==> src/rtl/core/wspwm_pkg.sv <==
// Shared constants, codes and helpers for the WS2812 PWM slot encoder.
// No dependencies; imported by the top level.
package wspwm_pkg;

  localparam int LED_SLOTS   = 128;  // LEDs sent per frame
  localparam int HALF_WORDS  = 24;   // compare words per fill
  localparam int RESET_SLOTS = 2;    // all-zero fills at frame start
  localparam int STORE_DEPTH = 128;  // colour store entries
  localparam int STORE_AW    = $clog2(STORE_DEPTH);
  localparam int SLOT_W      = 8;
  localparam int WORD_W      = 6;
  localparam int COUNT_W     = $clog2(HALF_WORDS);
  localparam int CMP_W       = 16;
  localparam int SCALE_W     = 9;
  localparam int COLOUR_W    = 24;

  localparam logic [SCALE_W-1:0] SCALE_FULL = SCALE_W'(256);

  // Item kinds carried in tuser
  localparam logic OP_COLOUR = 1'b0;
  localparam logic OP_FILL   = 1'b1;

  // Configuration register indexes
  localparam logic [1:0] REG_PULSE_HIGH = 2'd0;
  localparam logic [1:0] REG_PULSE_LOW  = 2'd1;
  localparam logic [1:0] REG_BRIGHTNESS = 2'd2;

  // (c * scale) >> 8 with scale clamped to full brightness
  function automatic logic [7:0] scale_channel(input logic [7:0] c,
                                               input logic [SCALE_W-1:0] scale);
    logic [SCALE_W-1:0] s;
    logic [15:0]        p;
    s = (scale > SCALE_FULL) ? SCALE_FULL : scale;
    p = {8'd0, c} * {7'd0, s};
    return p[15:8];
  endfunction

endpackage

==> src/rtl/core/wspwm_ram.sv <==
// Generic single-write, single-read RAM with registered read data.
// No dependencies.
module wspwm_ram #(
  parameter int WIDTH = 24,
  parameter int DEPTH = 128
) (
  input  logic                     clk,
  input  logic                     wr_en,
  input  logic [$clog2(DEPTH)-1:0] wr_addr,
  input  logic [WIDTH-1:0]         wr_data,
  input  logic                     rd_en,
  input  logic [$clog2(DEPTH)-1:0] rd_addr,
  output logic [WIDTH-1:0]         rd_data
);

  logic [WIDTH-1:0] mem [DEPTH];

  always_ff @(posedge clk) begin
    if (wr_en) begin
      mem[wr_addr] <= wr_data;
    end
    if (rd_en) begin
      rd_data <= mem[rd_addr];
    end
  end

endmodule

==> src/rtl/core/ws2812_pwm_slot_encoder.sv <==
// WS2812 PWM slot encoder top level: colour store, slot counter, bit serializer.
// Depends on wspwm_pkg and wspwm_ram.
//
// Usage:
//   s_axis carries two kinds of item, selected by tuser. A colour item stores
//   one LED's red/green/blue at led_index and gives no output; it is taken in
//   any cycle outside reset. A fill item names the DMA half just sent and yields
//   24 timer compare words on m_axis for the other half, tlast on the 24th.
//   The first two fills of a frame are all-zero reset slots; each later fill
//   sends the next LED, brightness-scaled, green/red/blue MSB first.
//   Pipeline: a taken fill reads the colour store into the fetch stage; it is
//   scaled and loaded into the output register once the serializer is free.
//   Words then stream one per cycle while m_axis is ready, and a fill holds the
//   serializer until its last word is taken; that serializer sets the fill rate.
//   One more fill can wait in the fetch stage, so the next fill is taken
//   while the current one is still streaming.
//   When m_axis stalls the current word holds; once the fetch stage is full
//   further fills wait (tready low for fills), colour items still go in.
//   Reset: s_axis tready low, slot counter to the first reset slot, registers
//   to defaults (58, 29, 256), colour store reads as zero through per-entry
//   valid bits cleared at once, so no clearing pass is needed. Not enforced by the
//   block: users must write cfg_write/cfg_index/cfg_data registers only when idle.
module ws2812_pwm_slot_encoder
  import wspwm_pkg::*;
(
  input  logic        clk,
  input  logic        rst,
  input  logic        cfg_write,
  input  logic [1:0]  cfg_index,
  input  logic [15:0] cfg_data,
  input  logic        s_axis_tvalid,
  output logic        s_axis_tready,
  // tdata: led_index[6:0], red[14:7], green[22:15], blue[30:23], finished_half[31]
  input  logic [31:0] s_axis_tdata,
  // tuser: operation[0]
  input  logic        s_axis_tuser,
  output logic        m_axis_tvalid,
  input  logic        m_axis_tready,
  // tdata: word_index[5:0], compare_value[21:6], zero fill[23:22]
  output logic [23:0] m_axis_tdata,
  output logic        m_axis_tlast
);

  // Config registers
  logic [CMP_W-1:0]   pulse_high;
  logic [CMP_W-1:0]   pulse_low;
  logic [SCALE_W-1:0] brightness_scale;

  // Input field unpack
  logic [STORE_AW-1:0] in_led;
  logic [7:0]          in_red, in_green, in_blue;
  logic                in_half;

  assign in_led   = s_axis_tdata[6:0];
  assign in_red   = s_axis_tdata[14:7];
  assign in_green = s_axis_tdata[22:15];
  assign in_blue  = s_axis_tdata[30:23];
  assign in_half  = s_axis_tdata[31];

  // Frame position
  logic [SLOT_W-1:0] slot_counter;
  logic [SLOT_W-1:0] slot_counter_next;
  logic [SLOT_W-1:0] led_num;
  logic              slot_live;

  // Colour store valid bits: unwritten entries read as zero
  logic [STORE_DEPTH-1:0] colour_valid;
  logic [COLOUR_W-1:0]    ram_rd_data;

  // Fetch stage: fill waiting for its colour word
  logic              fetch_valid;
  logic [WORD_W-1:0] fetch_base;
  logic              fetch_live;
  logic              fetch_colour_ok;

  // Serializer / output register
  logic                out_valid;
  logic [WORD_W-1:0]   out_word;
  logic [CMP_W-1:0]    out_cmp;
  logic                out_last;
  logic [COLOUR_W-1:0] ser_bits;
  logic [COUNT_W-1:0]  ser_remaining;
  logic                ser_live;

  // Handshake
  logic colour_acc, fill_acc;
  logic out_done, ser_free, fetch_move, fill_ready;

  assign out_done   = out_valid && m_axis_tready && (ser_remaining == '0);
  assign ser_free   = !out_valid || out_done;
  assign fetch_move = fetch_valid && ser_free;
  assign fill_ready = !fetch_valid || fetch_move;

  assign s_axis_tready = !rst && ((s_axis_tuser == OP_COLOUR) || fill_ready);
  assign colour_acc    = s_axis_tvalid && s_axis_tready && (s_axis_tuser == OP_COLOUR);
  assign fill_acc      = s_axis_tvalid && s_axis_tready && (s_axis_tuser == OP_FILL);

  // Slot N >= 2 sends LED N-2; wrap after the last LED
  assign led_num   = slot_counter - SLOT_W'(RESET_SLOTS);
  assign slot_live = slot_counter >= SLOT_W'(RESET_SLOTS);
  assign slot_counter_next =
    (slot_counter == SLOT_W'(LED_SLOTS + RESET_SLOTS - 1)) ? '0 : slot_counter + 1'b1;

  wspwm_ram #(
    .WIDTH (COLOUR_W),
    .DEPTH (STORE_DEPTH)
  ) u_colour_store (
    .clk     (clk),
    .wr_en   (colour_acc),
    .wr_addr (in_led),
    .wr_data ({in_red, in_green, in_blue}),
    .rd_en   (fill_acc),
    .rd_addr (led_num[STORE_AW-1:0]),
    .rd_data (ram_rd_data)
  );

  // Scale the fetched colour into the G,R,B bit order
  logic [COLOUR_W-1:0] load_colour;
  logic [COLOUR_W-1:0] load_bits;

  assign load_colour = fetch_colour_ok ? ram_rd_data : '0;
  assign load_bits   = {scale_channel(load_colour[15:8],  brightness_scale),
                        scale_channel(load_colour[23:16], brightness_scale),
                        scale_channel(load_colour[7:0],   brightness_scale)};

  function automatic logic [CMP_W-1:0] pick_word(input logic live, input logic bit_val,
                                                 input logic [CMP_W-1:0] hi,
                                                 input logic [CMP_W-1:0] lo);
    if (!live) begin
      return '0;
    end
    return bit_val ? hi : lo;
  endfunction

  // Config writes; an unknown index is ignored
  always_ff @(posedge clk) begin
    if (rst) begin
      pulse_high       <= CMP_W'(58);
      pulse_low        <= CMP_W'(29);
      brightness_scale <= SCALE_FULL;
    end else if (cfg_write) begin
      unique case (cfg_index)
        REG_PULSE_HIGH: pulse_high       <= cfg_data;
        REG_PULSE_LOW:  pulse_low        <= cfg_data;
        REG_BRIGHTNESS: brightness_scale <= cfg_data[SCALE_W-1:0];
        default: ;
      endcase
    end
  end

  // Store valid bits and slot counter
  always_ff @(posedge clk) begin
    if (rst) begin
      colour_valid <= '0;
      slot_counter <= '0;
    end else begin
      if (colour_acc) begin
        colour_valid[in_led] <= 1'b1;
      end
      if (fill_acc) begin
        slot_counter <= slot_counter_next;
      end
    end
  end

  // Fetch stage
  always_ff @(posedge clk) begin
    if (rst) begin
      fetch_valid <= 1'b0;
    end else if (fill_acc) begin
      fetch_valid <= 1'b1;
    end else if (fetch_move) begin
      fetch_valid <= 1'b0;
    end
  end

  always_ff @(posedge clk) begin
    if (fill_acc) begin
      fetch_base      <= (in_half == 1'b0) ? WORD_W'(HALF_WORDS) : '0;
      fetch_live      <= slot_live;
      fetch_colour_ok <= slot_live && (led_num < SLOT_W'(STORE_DEPTH)) &&
                         colour_valid[led_num[STORE_AW-1:0]];
    end
  end

  // Serializer: load a fill, then shift one bit per accepted word
  always_ff @(posedge clk) begin
    if (rst) begin
      out_valid <= 1'b0;
    end else if (fetch_move) begin
      out_valid <= 1'b1;
    end else if (out_done) begin
      out_valid <= 1'b0;
    end
  end

  always_ff @(posedge clk) begin
    if (fetch_move) begin
      out_word      <= fetch_base;
      out_cmp       <= pick_word(fetch_live, load_bits[COLOUR_W-1], pulse_high, pulse_low);
      out_last      <= (HALF_WORDS == 1);
      ser_bits      <= {load_bits[COLOUR_W-2:0], 1'b0};
      ser_remaining <= COUNT_W'(HALF_WORDS - 1);
      ser_live      <= fetch_live;
    end else if (out_valid && m_axis_tready && (ser_remaining != '0)) begin
      out_word      <= out_word + 1'b1;
      out_cmp       <= pick_word(ser_live, ser_bits[COLOUR_W-1], pulse_high, pulse_low);
      out_last      <= (ser_remaining == COUNT_W'(1));
      ser_bits      <= {ser_bits[COLOUR_W-2:0], 1'b0};
      ser_remaining <= ser_remaining - 1'b1;
    end
  end

  assign m_axis_tvalid = out_valid;
  assign m_axis_tdata  = {2'b00, out_cmp, out_word};
  assign m_axis_tlast  = out_last;

endmodule
==> config.mk <==
export PLATFORM = sky130hd
export DESIGN_NAME = ws2812_pwm_slot_encoder
export DESIGN_NICKNAME = d
export VERILOG_FILES = /design/src/rtl/core/wspwm_pkg.sv /design/src/rtl/core/wspwm_ram.sv /design/src/rtl/core/ws2812_pwm_slot_encoder.sv
export SDC_FILE = /design/constraint.sdc
export NUM_CORES = 2
export LEC_CHECK = 0
export ABC_AREA = 1
export BUFFER_PORTS_ARGS = -buffer_cell sky130_fd_sc_hd__buf_2
export CAP_MARGIN = 20
export CORE_MARGIN = 4
export CORE_UTILIZATION = 63
export CTS_BUF_LIST = sky130_fd_sc_hd__clkbuf_16
export DETAILED_ROUTE_END_ITERATION = 10
export PLACE_DENSITY_LB_ADDON = 0.05
export SYNTH_ARGS = -nofsm -noshare
export SYNTH_HDL_FRONTEND = slang
export SYNTH_SLANG_ARGS = --single-unit
==> constraint.sdc <==
create_clock -name clk -period 5.9 [get_ports clk]
set_input_delay 1.18 -clock clk [delete_from_list [all_inputs] [get_ports clk]]
set_output_delay 1.18 -clock clk [all_outputs]
set_load 0.005 [all_outputs]
==> results.ini <==
[synth]
synth_cell_types = 48
synth-edff-count = 3145
synth-simple-area-share = 0.147
synthXorXnorAreaFrac = 0.00169
muxShareOfSynthArea = 0
synth-seq-area-share = 0.705
syn_area_sq_mm = 0.139
synth_adder_area_share = 0.0266
ys.flop_type = edfxtp_1
synth-async-reset-ratio = 0
syn_area_per_cell_sq_um = 11.9
synth-compound-area-share = 0.0803
ys_ff_latch = 3330
syn_inst = 11700
ys_warn_count = 0
synth_top_family_by_area = simple AND/OR/NAND/NOR gates

[die]
pin_count = 83
floorplan.die_area_sq_mm = 0.229
start_util = 0.633
dieWidth_um = 478
die_height_um = 478
core_sq_mm = 0.220
rows = 172

[placement]
port_buffers = 80
routabilityCongestion = 0.889
hpwl_um = 227000
dpl_worst_slack_ps = 160

[routing]
vias = 95100
drt.antenna.violating_nets = 0
drc = 0
drt_iter0_markers = 13100
viasPerCell = 6.39
drt_wl_total_um = 401000
post_drt_wl_per_cell_um = 27.0
drt_first_pass_iters = 8

[worst_setup_path]
arrival_ps = 6330
cp-end-kind = flop
cp_max_fo = 16
critPathRequiredTime_ps = 6660
critPathKind = flop to flop
worstSetupStartpointType = flop

[layout]
syn_to_final_growth_pct = 10.1
drive_gt1_frac = 0.0839
fin_nets = 11900

[timing]
rsz0062_at_grt = false
fin_crit_ps = 5560
slew-limit-headroom = 0.142
holdWs_ps = 462
drv_slew = 0
setup_total_negative_slack_ps = 0
skew_ps = 104
setup_viol = 0
worst_pin_slew_ps = 1290
setup_ws_ps = 337
hold_viol = 0
clock.fmax_ghz = 0.180
finalCritPeriodShare = 0.943

[clock_tree]
insertion_delay_ps = 990
ctsHoldBuffers = 0
cts-htree-levels = 5
cts_buffers = 344
cts.clk_slew.worst_paths_ps = 60
cts.sinks = 3330
cts_root_buf = clkbuf_16
clockBufferDepth = 4
cts_tree = built

[power]
powerDensity_mw_per_mm2 = 323
p_sw_mw = 11.3
leakage_nw = 53.6
p_seq_frac = 0.524
vdd_ir_drop_max_v = 0.000333
p_clk_frac = 0.411
p_comb_frac = 0.065
p_sw_frac = 0.228
internal-power_mw = 38.2

[global_route]
antenna_found_initial = 21
grt_pass1_vias = 89800
grt_use_total = 0.345
grt_overflow = 0
grt_max_degree = 204
grt_pass1_wl_um = 588000

[job]
drv_cap = 0

[hold_path]
hold_class = flop to flop

[outcome]
outcome = completed

==> synthesized netlist by cell type (all sizes together), types with 4 or more instances <==
cell | n | area (sq um)
nand3b | 6 | 45.0
dfxtp | 185 | 3700
nand3 | 1575 | 7940
a21o | 6 | 45.0
o31ai | 4 | 30.0
xnor2 | 8 | 70.1
a31oi | 6 | 37.5
nand2 | 1766 | 6660
ha | 104 | 1300
fa | 120 | 2400
xor2 | 18 | 165
a21oi | 174 | 871
buf | 416 | 2500
o211ai | 25 | 188
nand4 | 15 | 100
nor3 | 20 | 110
o22ai | 528 | 3300
nor2 | 1481 | 5570
o21ai | 1222 | 6120
inv | 423 | 1590
clkbuf | 355 | 1350
edfxtp | 3145 | 94400
o21a | 72 | 541
==> timing repair <==
| item | in CTS | in global routing |
|---|---|---|
| hold endpoints to repair | 0 | 0 |
| endpoints found under the setup margin | 0 | 16 |
| gates resized for setup | 0 | 3 |
| buffers inserted | 0 | 0 |
==> worst max-delay path, cell delays in order (launching register included) <==
cell	delay (ps)
dfxtp_1	310
nor4_1	280
a31oi_1	270
nor2_1	220
clkinv_1	300
nor2_1	210
fa_1	460
fa_1	510
fa_1	540
inv_1	70
fa_1	500
inv_1	50
ha_1	330
a21o_1	220
a21boi_1	190
nor2_1	70
nor2_1	180
buf_4	170
nand3_2	60
buf_4	220
nand3_1	110
nand3_1	70
nand2_1	80
==> path summary, 6_finish.rpt <==
kind                                         start                       endpoint  slack, ps  depth (start not counted)
setup / recovery  brightness_scale[4]$_SDFFE_PP0P_           out_cmp[3]$_DFFE_PP_        340                         22
hold reg to reg      colour_valid[73]$_SDFFE_PP0P_  colour_valid[73]$_SDFFE_PP0P_        460                          1
setup reg to reg  brightness_scale[4]$_SDFFE_PP0P_           out_cmp[3]$_DFFE_PP_        340                         22
hold / removal       colour_valid[73]$_SDFFE_PP0P_  colour_valid[73]$_SDFFE_PP0P_        460                          1
==> layout make-up <==
type | count | area, sq um
well taps | 2958 | 3700
diodes | 12 | 30.0
clock buffers | 351 | 8780
flip-flops and latches | 3330 | 98200
fillers | 15400 | 66500
clock inverters | 263 | 1640
multi-input cells | 7164 | 36000
repair buffers | 380 | 3270
inverters | 426 | 1660
==> registers in the layout, summed over array words and instances (netlist names) <==
signal                  count
pulse_high                 16
ser_remaining               5
fetch_live                  1
brightness_scale            9
m_axis_tlast                1
fetch_valid                 1
pulse_low                  16
colour_valid              128
out_word                    6
out_cmp                    16
fetch_base                  1
m_axis_tvalid               1
u_colour_store.mem       3072
slot_counter                8
ser_bits                   23
fetch_colour_ok             1
ser_live                    1
u_colour_store.rd_data     24
==> cells by family after synthesis <==
group,after synthesis
other cells,1
fa+ha+maj,224
buf+inv,1197
xor+xnor,26
simple gates,4869
flops,3330
compound gates,2043
==> cells in the final DEF (no fill, tap or decap), drive strengths merged, types with 3 or more instances in the layout <==
cell      Yosys  layout
inv         423     516
xor2         18      18
o211ai       25      25
nand3b        6       6
ha          104     104
nand2      1766    1766
nor3         20      20
diode         0      12
a21oi       174     174
clkbuf      355     351
edfxtp     3145    3145
clkinvlp      0      10
xnor2         8       8
o21a         72      72
nand4        15      15
o21bai        3       3
o22ai       528     528
clkinv        3     145
a31oi         6       6
nor2       1481    1481
dfxtp       185     185
o31ai         4       4
o21ai      1222    1222
nor3b         3       3
nand3      1575    1575
bufinv        0      18
buf         416     380
a21o          6       6
fa          120     120
==> metrics by stage <==
step	instance area, sq um	utilization	power [mW]	instances
2_1_floorplan	139000	-	28.2	11700
3_3_place_gp	143000	0.650	29.5	14300
3_5_place_dp	143000	0.650	29.6	14300
4_1_cts	153000	0.697	49.6	14900
5_1_grt	153000	0.697	50.9	14900
6_report	153000	0.697	49.5	14900
==> metal layers <==
metal	track usage	part of all wire	routed length (um)
met1	0.490	0.38	154000
met2	0.526	0.46	183000
met3	0.0627	0.11	43900
met4	0.161	0.050	20100
met5	0	0.00014	57
==> power by group through the flow <==
stage	clock [mW]	combinational (mW)	sequential, mW
2_1_floorplan	0	1.75	26.4
3_3_place_gp	0	3.09	26.5
3_5_place_dp	0	3.14	26.5
4_1_cts	20.5	3.16	26.0
5_1_grt	21.5	3.45	25.9
6_report	20.3	3.22	26.0
(Power assumes the default switching activity.)
